==> config.mk <==
export PLATFORM = sky130hd
export DESIGN_NAME = rtc_calendar_counter_unit
export DESIGN_NICKNAME = d
export VERILOG_FILES = /design/src/hw/rtl/rtcc_pkg.sv /design/src/hw/rtl/rtcc_advance.sv /design/src/hw/rtl/rtcc_out_reg.sv /design/src/hw/rtl/rtc_calendar_counter_unit.sv
export SDC_FILE = /design/constraint.sdc
export NUM_CORES = 1
export LEC_CHECK = 0
export BUFFER_PORTS_ARGS = -buffer_cell sky130_fd_sc_hd__buf_2
export CAP_MARGIN = 10
export CORE_MARGIN = 2
export CORE_UTILIZATION = 52
export CTS_CLUSTER_SIZE = 8
export DETAILED_ROUTE_END_ITERATION = 7
export PLACE_DENSITY_LB_ADDON = 0.3
export SYNTH_ARGS = -nofsm -noshare
export SYNTH_HDL_FRONTEND = slang
export SYNTH_SLANG_ARGS = --single-unit
==> constraint.sdc <==
create_clock -name clk -period 3.7 [get_ports clk]
set_clock_uncertainty 0.1 [all_clocks]
set_input_delay 0.74 -clock clk [delete_from_list [all_inputs] [get_ports clk]]
set_output_delay 0.74 -clock clk [all_outputs]
set_load 0.02 [all_outputs]
==> src/hw/rtl/rtcc_pkg.sv <==
// ----------------------------------------------------------------------------
// rtcc_pkg: shared types and constants of the calendar counter
// Command codes, field widths, the calendar state record and the month
// length lookup.
// ----------------------------------------------------------------------------
package rtcc_pkg;

  // command codes carried in tuser
  localparam logic [1:0] CMD_TICK     = 2'd0;
  localparam logic [1:0] CMD_SET_TIME = 2'd1;
  localparam logic [1:0] CMD_SET_DATE = 2'd2;

  // field widths
  localparam int SEC_W   = 6;
  localparam int MIN_W   = 6;
  localparam int HOUR_W  = 5;
  localparam int WDAY_W  = 3;
  localparam int DAY_W   = 5;
  localparam int MONTH_W = 4;
  localparam int YEAR_W  = 16;
  localparam int CMD_W   = 2;

  localparam int FIELDS_W = SEC_W + MIN_W + HOUR_W + WDAY_W + DAY_W + MONTH_W + YEAR_W;
  localparam int TDATA_W  = ((FIELDS_W + 7) / 8) * 8;
  localparam int PAD_W    = TDATA_W - FIELDS_W;

  // counter tops
  localparam logic [SEC_W-1:0]   SEC_TOP   = 6'd59;
  localparam logic [MIN_W-1:0]   MIN_TOP   = 6'd59;
  localparam logic [HOUR_W-1:0]  HOUR_TOP  = 5'd23;
  localparam logic [WDAY_W-1:0]  WDAY_TOP  = 3'd6;
  localparam logic [MONTH_W-1:0] MONTH_TOP = 4'd11;
  localparam logic [MONTH_W-1:0] FEBRUARY  = 4'd1;

  // time and date record, packed lowest field last so it matches tdata order
  typedef struct packed {
    logic [YEAR_W-1:0]  year;
    logic [MONTH_W-1:0] month;
    logic [DAY_W-1:0]   day;
    logic [WDAY_W-1:0]  weekday;
    logic [HOUR_W-1:0]  hour;
    logic [MIN_W-1:0]   minutes;
    logic [SEC_W-1:0]   seconds;
  } cal_t;

  // reset value: 16:26:12, Saturday 16 September 2023
  localparam cal_t CAL_RESET = '{
    year:    16'd2023,
    month:   4'd8,
    day:     5'd16,
    weekday: 3'd5,
    hour:    5'd16,
    minutes: 6'd26,
    seconds: 6'd12
  };

  // month length, February 29 days when the year is a multiple of four
  function automatic logic [DAY_W-1:0] days_in_month(
    input logic [MONTH_W-1:0] month,
    input logic [YEAR_W-1:0]  year
  );
    logic [DAY_W-1:0] len;
    unique case (month)
      FEBRUARY: len = (year[1:0] == 2'b00) ? 5'd29 : 5'd28;
      4'd3:     len = 5'd30;
      4'd5:     len = 5'd30;
      4'd8:     len = 5'd30;
      4'd10:    len = 5'd30;
      default:  len = 5'd31;
    endcase
    return len;
  endfunction

endpackage

==> src/hw/rtl/rtcc_advance.sv <==
// ----------------------------------------------------------------------------
// rtcc_advance: next calendar state
// Applies one command word to the current state: one-second tick with the
// carry cascade into the date, a load of the time or date fields, or no change.
// ----------------------------------------------------------------------------
module rtcc_advance (
  input  rtcc_pkg::cal_t           cur,
  input  logic [rtcc_pkg::CMD_W-1:0] cmd,
  input  rtcc_pkg::cal_t           load,
  output rtcc_pkg::cal_t           nxt
);

  logic                          sec_wrap;
  logic                          min_wrap;
  logic                          hour_wrap;
  logic                          day_wrap;
  logic [rtcc_pkg::DAY_W-1:0]    month_len;
  rtcc_pkg::cal_t                ticked;

  // wrap flags of the cascade
  assign sec_wrap  = (cur.seconds >= rtcc_pkg::SEC_TOP);
  assign min_wrap  = (cur.minutes >= rtcc_pkg::MIN_TOP);
  assign hour_wrap = (cur.hour >= rtcc_pkg::HOUR_TOP);
  assign month_len = rtcc_pkg::days_in_month(cur.month, cur.year);
  assign day_wrap  = (cur.day >= month_len);

  // one-second tick
  always_comb begin
    ticked = cur;
    if (!sec_wrap) begin
      ticked.seconds = cur.seconds + 1'b1;
    end else begin
      ticked.seconds = '0;
      if (!min_wrap) begin
        ticked.minutes = cur.minutes + 1'b1;
      end else begin
        ticked.minutes = '0;
        if (!hour_wrap) begin
          ticked.hour = cur.hour + 1'b1;
        end else begin
          // midnight: weekday and date advance
          ticked.hour    = '0;
          ticked.weekday = (cur.weekday >= rtcc_pkg::WDAY_TOP) ? '0 : cur.weekday + 1'b1;
          if (!day_wrap) begin
            ticked.day = cur.day + 1'b1;
          end else begin
            ticked.day = {{(rtcc_pkg::DAY_W-1){1'b0}}, 1'b1};
            if (cur.month >= rtcc_pkg::MONTH_TOP) begin
              ticked.month = '0;
              ticked.year  = cur.year + 1'b1;
            end else begin
              ticked.month = cur.month + 1'b1;
            end
          end
        end
      end
    end
  end

  // command select
  always_comb begin
    nxt = cur;
    unique case (cmd)
      rtcc_pkg::CMD_TICK: begin
        nxt = ticked;
      end
      rtcc_pkg::CMD_SET_TIME: begin
        nxt.seconds = load.seconds;
        nxt.minutes = load.minutes;
        nxt.hour    = load.hour;
      end
      rtcc_pkg::CMD_SET_DATE: begin
        nxt.weekday = load.weekday;
        nxt.day     = load.day;
        nxt.month   = load.month;
        nxt.year    = load.year;
      end
      default: begin
        nxt = cur;
      end
    endcase
  end

endmodule

==> src/hw/rtl/rtcc_out_reg.sv <==
// ----------------------------------------------------------------------------
// rtcc_out_reg: result register
// Holds one result word on the master side until it is taken; a new word
// may load in the same cycle the held one leaves.
// ----------------------------------------------------------------------------
module rtcc_out_reg (
  input  logic                          clk,
  input  logic                          rst,
  input  logic                          load,
  input  rtcc_pkg::cal_t                result,
  output logic                          room,
  output logic                          m_tvalid,
  input  logic                          m_tready,
  output logic [rtcc_pkg::TDATA_W-1:0]  m_tdata
);

  logic           valid;
  rtcc_pkg::cal_t data;

  // room when empty or the held word leaves this cycle
  assign room = !valid || m_tready;

  // valid flag
  always_ff @(posedge clk) begin
    if (rst) begin
      valid <= 1'b0;
    end else if (load) begin
      valid <= 1'b1;
    end else if (m_tready) begin
      valid <= 1'b0;
    end
  end

  // payload
  always_ff @(posedge clk) begin
    if (load) begin
      data <= result;
    end
  end

  assign m_tvalid = valid;
  assign m_tdata  = {{rtcc_pkg::PAD_W{1'b0}}, data};

endmodule

==> src/hw/rtl/rtc_calendar_counter_unit.sv <==
// ----------------------------------------------------------------------------
// rtc_calendar_counter_unit: real-time clock and calendar counter
// Keeps time of day and date, advanced by tick words, loaded by set words.
// ----------------------------------------------------------------------------
// Usage:
//   Slave side takes one command word per cycle while s_tready is high:
//   tuser is the command (tick one second, load time, load date, code 3
//   does nothing) and tdata the load fields. Every accepted word yields
//   exactly one result word on the master side with the full time and
//   date after the command. The result is in the output register the cycle
//   after the word is accepted. One word per cycle passes while the
//   receiver is ready; the single output register refills in the cycle
//   it drains. The calendar registers update at accept, so each result
//   already reflects all earlier words.
//   Reset empties the output register and sets the calendar to 16:26:12,
//   Saturday 16 September 2023.
//   When the receiver stalls with a result held, s_tready falls and the
//   calendar holds until the result is taken.
// ----------------------------------------------------------------------------
module rtc_calendar_counter_unit (
  input  logic                          clk,
  input  logic                          rst,
  input  logic                          s_tvalid,
  output logic                          s_tready,
  // fields from bit 0: new_seconds, new_minutes, new_hour, new_weekday,
  // new_day_of_month, new_month, new_year, zero fill
  input  logic [rtcc_pkg::TDATA_W-1:0]  s_tdata,
  // fields from bit 0: command
  input  logic [rtcc_pkg::CMD_W-1:0]    s_tuser,
  output logic                          m_tvalid,
  input  logic                          m_tready,
  // fields from bit 0: cur_seconds, cur_minutes, cur_hour, cur_weekday,
  // cur_day_of_month, cur_month, cur_year, zero fill
  output logic [rtcc_pkg::TDATA_W-1:0]  m_tdata
);

  rtcc_pkg::cal_t cal;
  rtcc_pkg::cal_t cal_next;
  rtcc_pkg::cal_t load_fields;
  logic           room;
  logic           accept;

  // load fields straight from the packed word
  assign load_fields = s_tdata[rtcc_pkg::FIELDS_W-1:0];

  assign s_tready = room;
  assign accept   = s_tvalid && room;

  // next state logic
  rtcc_advance u_advance (
    .cur  (cal),
    .cmd  (s_tuser),
    .load (load_fields),
    .nxt  (cal_next)
  );

  // calendar registers
  always_ff @(posedge clk) begin
    if (rst) begin
      cal <= rtcc_pkg::CAL_RESET;
    end else if (accept) begin
      cal <= cal_next;
    end
  end

  // result register
  rtcc_out_reg u_out_reg (
    .clk      (clk),
    .rst      (rst),
    .load     (accept),
    .result   (cal_next),
    .room     (room),
    .m_tvalid (m_tvalid),
    .m_tready (m_tready),
    .m_tdata  (m_tdata)
  );

endmodule

# Word-level counts from Yosys, hierarchy flattened
# Cells that the tools add are included.
[totals]
regBits = 91
in_bits = 54
word_cells = 59
[op_classes]
magnitude_cmp = 6
n_eq_ne = 7
n_addsub = 7
n_mux = 17
n_reduce_logical = 7
[ops]
columns = ["operator", "count"]
rows = [
  ["28-bit case mux with 2 select lines", 1],
  ["39-bit 2-to-1 mux", 1],
  ["17-bit case mux with 2 select lines", 1],
  ["33-bit 2-to-1 mux", 1],
  ["28-bit 2-to-1 mux", 1],
  ["20-bit 2-to-1 mux", 1],
  ["16-bit by 1-bit adder with 16-bit output (second input constant)", 1],
  ["16-bit 2-to-1 mux", 1],
  ["6-bit by 1-bit adder with 6-bit output (second input constant)", 2],
  ["6-bit greater-or-equal comparator (second input constant)", 2],
  ["6-bit 2-to-1 mux", 2],
  ["5-bit by 1-bit adder with 5-bit output (second input constant)", 2],
  ["5-bit 2-to-1 mux", 2],
  ["5-bit case mux with 2 select lines", 1],
  ["4-bit == test (second input constant)", 2],
  ["5-bit greater-or-equal comparator", 1],
  ["5-bit greater-or-equal comparator (second input constant)", 1],
  ["4-bit by 1-bit adder with 4-bit output (second input constant)", 1],
  ["4-bit by 1-bit == test with 1-bit output (second input constant)", 1],
  ["4-bit by 2-bit == test with 1-bit output (second input constant)", 1],
  ["4-bit by 3-bit == test with 1-bit output (second input constant)", 1],
  ["4-bit greater-or-equal comparator (second input constant)", 1],
  ["2-bit logical NOT", 2],
  ["4-bit 2-to-1 mux", 1],
  ["11 further kinds", 13],
]

# Logic depth before layout (Yosys ltp)
[logic_depth]
ltp_word = 9
mapped_depth = 15
mapped_depth_nobuf = 13

# By module
# Synthesis repeated with hierarchy kept, for this count alone.
[unflattened]
cells_unflattened = 566
area_unflattened_um2 = 5312.6
[modules_own_cells]
columns = ["module", "cells_each", "n_inst", "area_each_um2"]
rows = [
  ["rtcc_advance", 327, 1, 2030.7],
  ["rtc_calendar_counter_unit", 186, 1, 1858.0],
  ["rtcc_out_reg", 53, 1, 1423.9],
]

# Least setup slack after synthesis
# No wires, ideal clock.
[synth_path]
path_kind = "input to register"
start = "input port m_tready"
end = "register u_out_reg.data (netlist bit u_out_reg.m_tdata[0]) (enable)"
path_stages = 4
arrival_ns = 2.775
path_slack_ns = 0.398
setup_ns = 0.427
cell_sequence = "nand2b_1 > nand2_1 > clkinv_1 > clkbuf_1"
[synth_between]
elab_chain_cells = 2
[synth_lines]
columns = ["element", "line_no", "text"]
rows = [
  ["from (decl)", "rtc_calendar_counter_unit.sv:31", "input logic m_tready,"],
  ["1-bit logical OR", "rtcc_out_reg.sv:21", "assign room = !valid || m_tready;"],
  ["1-bit logical AND", "rtc_calendar_counter_unit.sv:47", "assign accept = s_tvalid && room;"],
  ["via accept", "rtc_calendar_counter_unit.sv:41", "logic accept;"],
  ["to (signal assigned)", "rtcc_out_reg.sv:37", "data <= result;"],
  ["to (decl)", "rtcc_out_reg.sv:18", "rtcc_pkg::cal_t data;"],
]
# The timed path passes the listed nets, and every way through them passes these cells.
# A chain may end at the register's enable or synchronous reset.

# Final worst setup path
[layout_path]
start = "register cal[26] in the netlist's numbering"
end = "register cal[41] in the netlist's numbering"
[layout_between]
elab_chain_cells = 9
elab_cells_between_ends = 15
[layout_lines]
columns = ["element", "line_no", "text"]
rows = [
  ["from (decl)", "rtc_calendar_counter_unit.sv:37", "rtcc_pkg::cal_t cal;"],
  ["from (signal assigned)", "rtc_calendar_counter_unit.sv:60", "cal <= rtcc_pkg::CAL_RESET;"],
  ["from (signal assigned)", "rtc_calendar_counter_unit.sv:62", "cal <= cal_next;"],
  ["4-bit by 2-bit == test with 1-bit output (tied with other cells)", "rtcc_pkg.sv:63", "unique case (month)"],
  ["4-bit OR reduction (no source line)", "--", ""],
  ["5-bit case mux with 2 select lines", "rtcc_pkg.sv:63", ""],
  ["5-bit greater-or-equal comparator", "rtcc_advance.sv:25", "assign day_wrap = (cur.day >= month_len);"],
  ["20-bit 2-to-1 mux *", "rtcc_advance.sv:44", "if (!day_wrap) begin"],
  ["28-bit 2-to-1 mux *", "rtcc_advance.sv:38", "if (!hour_wrap) begin"],
  ["33-bit 2-to-1 mux *", "rtcc_advance.sv:34", "if (!min_wrap) begin"],
  ["39-bit 2-to-1 mux *", "rtcc_advance.sv:30", "if (!sec_wrap) begin"],
  ["28-bit case mux with 2 select lines *", "rtcc_advance.sv:63", "unique case (cmd)"],
]
# Every way passes the cells marked *; elsewhere a longest branch is shown, timed or not.

==> impl_results.html <==
<table>
<tr><th>Metric</th><th>Value</th></tr>
<tr><th colspan="2">Setup path</th></tr>
<tr><td>Setup crit start kind</td><td>flop</td></tr>
<tr><td>Reg-to-reg endpoint</td><td>cal[41]</td></tr>
<tr><td>Setup Crit Path Kind</td><td>flop to flop</td></tr>
<tr><td>Worst-path cell with the longest stage delay</td><td>sky130_fd_sc_hd__or4_4</td></tr>
<tr><td>R2R setup slack</td><td>470 ps</td></tr>
<tr><td>Path depth of the worst reg2reg path</td><td>13</td></tr>
<tr><td>Required time of the worst setup path</td><td>3810 ps</td></tr>
<tr><td>Top fanout value on the critical path</td><td>10</td></tr>
<tr><td>Worst R2R Start</td><td>cal[26]</td></tr>
<tr><td>Crit-path cells</td><td>inv_1 -&gt; ha_1 -&gt; inv_1 -&gt; nand3_1 -&gt; a21oi_1 -&gt; a31oi_1 -&gt; ha_1 -&gt; nand2b_1 -&gt; a21oi_1 -&gt; or4_4 -&gt; or4_1 -&gt; mux2i_1 -&gt; a211oi_1</td></tr>
<tr><td>Type of destination of the critical path</td><td>flop</td></tr>
<tr><td>CP Data Arrival Time</td><td>3340 ps</td></tr>
<tr><td>Biggest cell delay along the critical path</td><td>580 ps</td></tr>
<tr><th colspan="2">Clock network</th></tr>
<tr><td>Total of cells resized after clock tree synthesis</td><td>0</td></tr>
<tr><td>Clock latency of the later-clocked register in the worst-skew pair</td><td>370 ps</td></tr>
<tr><td>Cts bufs inserted</td><td>9</td></tr>
<tr><td>H-tree depth</td><td>3</td></tr>
<tr><td>Clock buffer depth</td><td>2</td></tr>
<tr><td>Clock Pin Slew Worst Setup and Hold Paths</td><td>90 ps</td></tr>
<tr><td>Clock root buffer master</td><td>sky130_fd_sc_hd__clkbuf_8</td></tr>
<tr><td>Post-CTS Setup Bufs</td><td>0</td></tr>
<tr><td>Total of hold buffers inserted after clock tree synthesis</td><td>0</td></tr>
<tr><td>Clock sink count</td><td>91</td></tr>
<tr><td>CTS tree</td><td>yes</td></tr>
<tr><th colspan="2">Logic synthesis</th></tr>
<tr><td>Syn. warnings</td><td>0</td></tr>
<tr><td>Synth Register Bits</td><td>91</td></tr>
<tr><td>Synthesized instance count</td><td>628</td></tr>
<tr><td>Cell area after synthesis</td><td>0.00536 mm2</td></tr>
<tr><td>Asr flop ratio synth</td><td>0%</td></tr>
<tr><td>Distinct cells, synth</td><td>71</td></tr>
<tr><td>Fraction of the yosys area taken by sequential cells</td><td>42.4%</td></tr>
<tr><td>Post-synth EDFFs</td><td>45</td></tr>
<tr><td>Synthesized area per cell</td><td>8.53 um2</td></tr>
<tr><td>Most used flip-flop cell after synthesis</td><td>sky130_fd_sc_hd__dfxtp_1</td></tr>
<tr><th colspan="2">Place</th></tr>
<tr><td>Final GP Congestion</td><td>0.911</td></tr>
<tr><td>Placed insts</td><td>831</td></tr>
<tr><td>Port Buf Inserts</td><td>97</td></tr>
<tr><td>Post-detail-place hpwl</td><td>10,400 um</td></tr>
<tr><td>Worst setup timing slack at the placement stage</td><td>513 ps</td></tr>
<tr><th colspan="2">STA</th></tr>
<tr><td>Ratio of final minimum period to clock period</td><td>87.4%</td></tr>
<tr><td>Worst path setup slack after routing</td><td>466 ps</td></tr>
<tr><td>Max Clk Rate</td><td>309 MHz</td></tr>
<tr><td>Final Setup Violations</td><td>0</td></tr>
<tr><td>Hold Worst Slack</td><td>415 ps</td></tr>
<tr><td>Final-layout setup total negative slack</td><td>0 ps</td></tr>
<tr><td>Final min period</td><td>3230 ps</td></tr>
<tr><td>Worst max-slew margin expressed relative to the limit</td><td>30.9%</td></tr>
<tr><td>Fin. Hold Viols</td><td>0</td></tr>
<tr><td>Worst-Margin Slew</td><td>1030 ps</td></tr>
<tr><td>Final count of pins violating max slew</td><td>0</td></tr>
<tr><td>Unrepaired setup endpoints after global routing</td><td>no</td></tr>
<tr><th colspan="2">Route</th></tr>
<tr><td>Via-per-instance ratio</td><td>6.38</td></tr>
<tr><td>Length of the first detailed-routing pass in iterations</td><td>7</td></tr>
<tr><td>Post-DRT Antenna Nets</td><td>0</td></tr>
<tr><td>Routed WL</td><td>15,100 um</td></tr>
<tr><td>Wl on met1</td><td>6320 um</td></tr>
<tr><td>Overall via count from detail_route</td><td>5,408</td></tr>
<tr><td>Wire length per cell</td><td>17.9 um</td></tr>
<tr><td>Met2 wire len</td><td>7310 um</td></tr>
<tr><td>Violation count after the first detailed-routing iteration</td><td>460</td></tr>
<tr><td>DRC</td><td>0</td></tr>
<tr><td>Highest metal layer with signal wires</td><td>met4</td></tr>
<tr><td>Length of routed met3 wiring</td><td>1190 um</td></tr>
<tr><th colspan="2">Die</th></tr>
<tr><td>X dimension of the die</td><td>105 um</td></tr>
<tr><td>Vertical extent of the die</td><td>105 um</td></tr>
<tr><td>Die Footprint</td><td>0.0111 mm2</td></tr>
<tr><td>I/O pins</td><td>104</td></tr>
<tr><td>Area inside the core boundary</td><td>0.0101 mm2</td></tr>
<tr><td>Effective utilization at floorplan</td><td>52.8%</td></tr>
<tr><td>Std cell rows</td><td>37</td></tr>
<tr><th colspan="2">Global routing</th></tr>
<tr><td>Vias in the first global route</td><td>4,989</td></tr>
<tr><td>Overall track demand over capacity in global routing</td><td>27.2%</td></tr>
<tr><td>Number of antenna violations at the first check in global routing</td><td>0</td></tr>
<tr><td>Maximum number of pins on one net before global-route repair</td><td>51</td></tr>
<tr><td>Total congestion overflow after global routing</td><td>0</td></tr>
<tr><td>Wire length of the first global-routing pass</td><td>24,300 um</td></tr>
<tr><th colspan="2">Finish</th></tr>
<tr><td>Area Growth Syn to Fin</td><td>15.1%</td></tr>
<tr><td>Combined flip-flop and latch cell area</td><td>0.00227 mm2</td></tr>
<tr><td>Filler cell count</td><td>915</td></tr>
<tr><td>Fraction of layout instances using a drive strength above 1</td><td>20.1%</td></tr>
<tr><td>Final Instance Count excl. Fillers</td><td>847</td></tr>
<tr><td>Antenna fix cells</td><td>0</td></tr>
<tr><td>Area of the multi-input gates</td><td>0.00281 mm2</td></tr>
<tr><td>Layout net count</td><td>774</td></tr>
<tr><td>Final core utilization</td><td>60.8%</td></tr>
<tr><th colspan="2">Min path</th></tr>
<tr><td>Hold Crit Depth</td><td>2</td></tr>
<tr><td>Min-Delay Endpoint</td><td>cal[1]</td></tr>
<tr><td>Startpoint of the lowest-slack hold path</td><td>cal[1]</td></tr>
<tr><td>Worst min-delay path category</td><td>flop to flop</td></tr>
<tr><th colspan="2">Power</th></tr>
<tr><td>Pwr dens</td><td>383 mW/mm2</td></tr>
<tr><td>Lkg Pwr</td><td>2.38 nW</td></tr>
<tr><td>Peak ir drop on the vdd network</td><td>0.190 mV</td></tr>
<tr><th colspan="2">Flow run</th></tr>
<tr><td>Max-cap violations</td><td>0</td></tr>
<tr><th colspan="2">Status</th></tr>
<tr><td>Result of the run</td><td>finished, final reports clean</td></tr>
</table>
[layout make-up]
cell class,count,area share [%]
Multi-Input combinational cell,469,45.6
Sequential cell,91,36.9
Timing Repair Buffer,115,10.1
Tap cell,136,2.76
Clock buffer,11,2.29
Clock inverter,5,1.26
Inverter,20,1.22
[Yosys cell counts (4+ instances only)]
master,count,area [um2]
sky130_fd_sc_hd__nor2_1,65,244
sky130_fd_sc_hd__nand2_1,61,229
sky130_fd_sc_hd__dfxtp_1,46,921
sky130_fd_sc_hd__edfxtp_1,45,1350
sky130_fd_sc_hd__o21ai_0,44,220
sky130_fd_sc_hd__a21oi_1,42,210
sky130_fd_sc_hd__clkbuf_1,37,139
sky130_fd_sc_hd__nand3_1,35,175
sky130_fd_sc_hd__nor3_1,22,110
sky130_fd_sc_hd__a31oi_1,21,131
sky130_fd_sc_hd__inv_1,18,67.6
sky130_fd_sc_hd__ha_1,14,175
sky130_fd_sc_hd__nand4_1,13,81.3
sky130_fd_sc_hd__o21a_1,9,67.6
sky130_fd_sc_hd__and3_1,8,50.1
sky130_fd_sc_hd__a211oi_1,7,52.6
sky130_fd_sc_hd__nor4_1,7,43.8
sky130_fd_sc_hd__a22oi_1,6,45.0
sky130_fd_sc_hd__o22a_1,6,52.6
sky130_fd_sc_hd__a21o_1,5,37.5
sky130_fd_sc_hd__a2bb2oi_1,5,43.8
sky130_fd_sc_hd__a311oi_1,5,43.8
sky130_fd_sc_hd__and2_1,5,31.3
sky130_fd_sc_hd__buf_2,5,25.0
sky130_fd_sc_hd__mux2i_1,5,50.1
sky130_fd_sc_hd__o211ai_1,4,30.0
sky130_fd_sc_hd__o22ai_1,4,25.0
sky130_fd_sc_hd__o311ai_0,4,35.0
sky130_fd_sc_hd__o31ai_1,4,30.0
sky130_fd_sc_hd__or3_1,4,25.0
[critical path, delay by kind of cell (launching register included)]
| kind | cells | cell delay [ps] |
|---|---|---|
| flops | 1 | 430 |
| fa+ha+maj | 2 | 470 |
| buf+inv | 2 | 170 |
| compound gates | 4 | 420 |
| simple gates | 4 | 1300 |
| mux | 1 | 160 |
[metal layers]
metal  up-vias  global-route usage, %
met5         -                      0
met1      2581                   35.3
li1       2526                      -
met2       268                   45.3
met3        33                   4.95
met4         0                   9.87
[registers in the layout, indices dropped and copies added (netlist names)]
signal	flops
u_out_reg.m_tvalid	1
cal	45
u_out_reg.m_tdata	45
[power breakdown]
part | internal (W) | switching (W)
Sequential | 0.00113 | 0.0000568
Clock | 0.000397 | 0.000357
Combinational | 0.000151 | 0.000267
[stage by stage]
| stage | area, um2 | power (W) |
|---|---|---|
| after floorplan | 5360 | 0.00148 |
| after global placement | 5950 | 0.00161 |
| after detailed placement | 5950 | 0.00162 |
| after CTS | 6170 | 0.00237 |
| after global routing | 6170 | 0.00245 |
| final | 6170 | 0.00236 |
[cells in the final DEF, fill, tap and decap left out, types with 21 or more instances in the layout]
cell type	instances
sky130_fd_sc_hd__nor2_1	65
sky130_fd_sc_hd__nand2_1	61
sky130_fd_sc_hd__edfxtp_1	45
sky130_fd_sc_hd__nand3_1	35
sky130_fd_sc_hd__buf_2	97
sky130_fd_sc_hd__a21oi_1	42
sky130_fd_sc_hd__a31oi_1	21
sky130_fd_sc_hd__dfxtp_1	46
sky130_fd_sc_hd__nor3_1	22
sky130_fd_sc_hd__o21ai_0	44
[cells by family (layout without fill, tap and decap cells)]
group	after synthesis	in the layout	share of synthesized area, %
DFF	91	91	42.4
other	1	3	0.0700
and+or+nand+nor	241	241	21.5
muxes	6	6	1.14
adders and majority gates	14	14	3.27
xor gates and xnor gates	2	2	0.327
buffers and inverters	70	151	5.40
AOI/OAI and AO/OA	203	203	25.8
[how the worst max path moves through the flow]
stage	to	slack, ps	startpoint
6_report	cal[41]	470	cal[26]
5_1_grt	u_out_reg.m_tdata[41]	250	cal[26]
4_1_cts	cal[41]	490	cal[26]
3_5_place_dp	cal[41]	510	cal[26]
3_3_place_gp	u_out_reg.m_tdata[41]	610	cal[26]
2_1_floorplan	u_out_reg.m_tdata[0]	400	m_tready
Note: power is estimated with default switching activity, not from simulation.
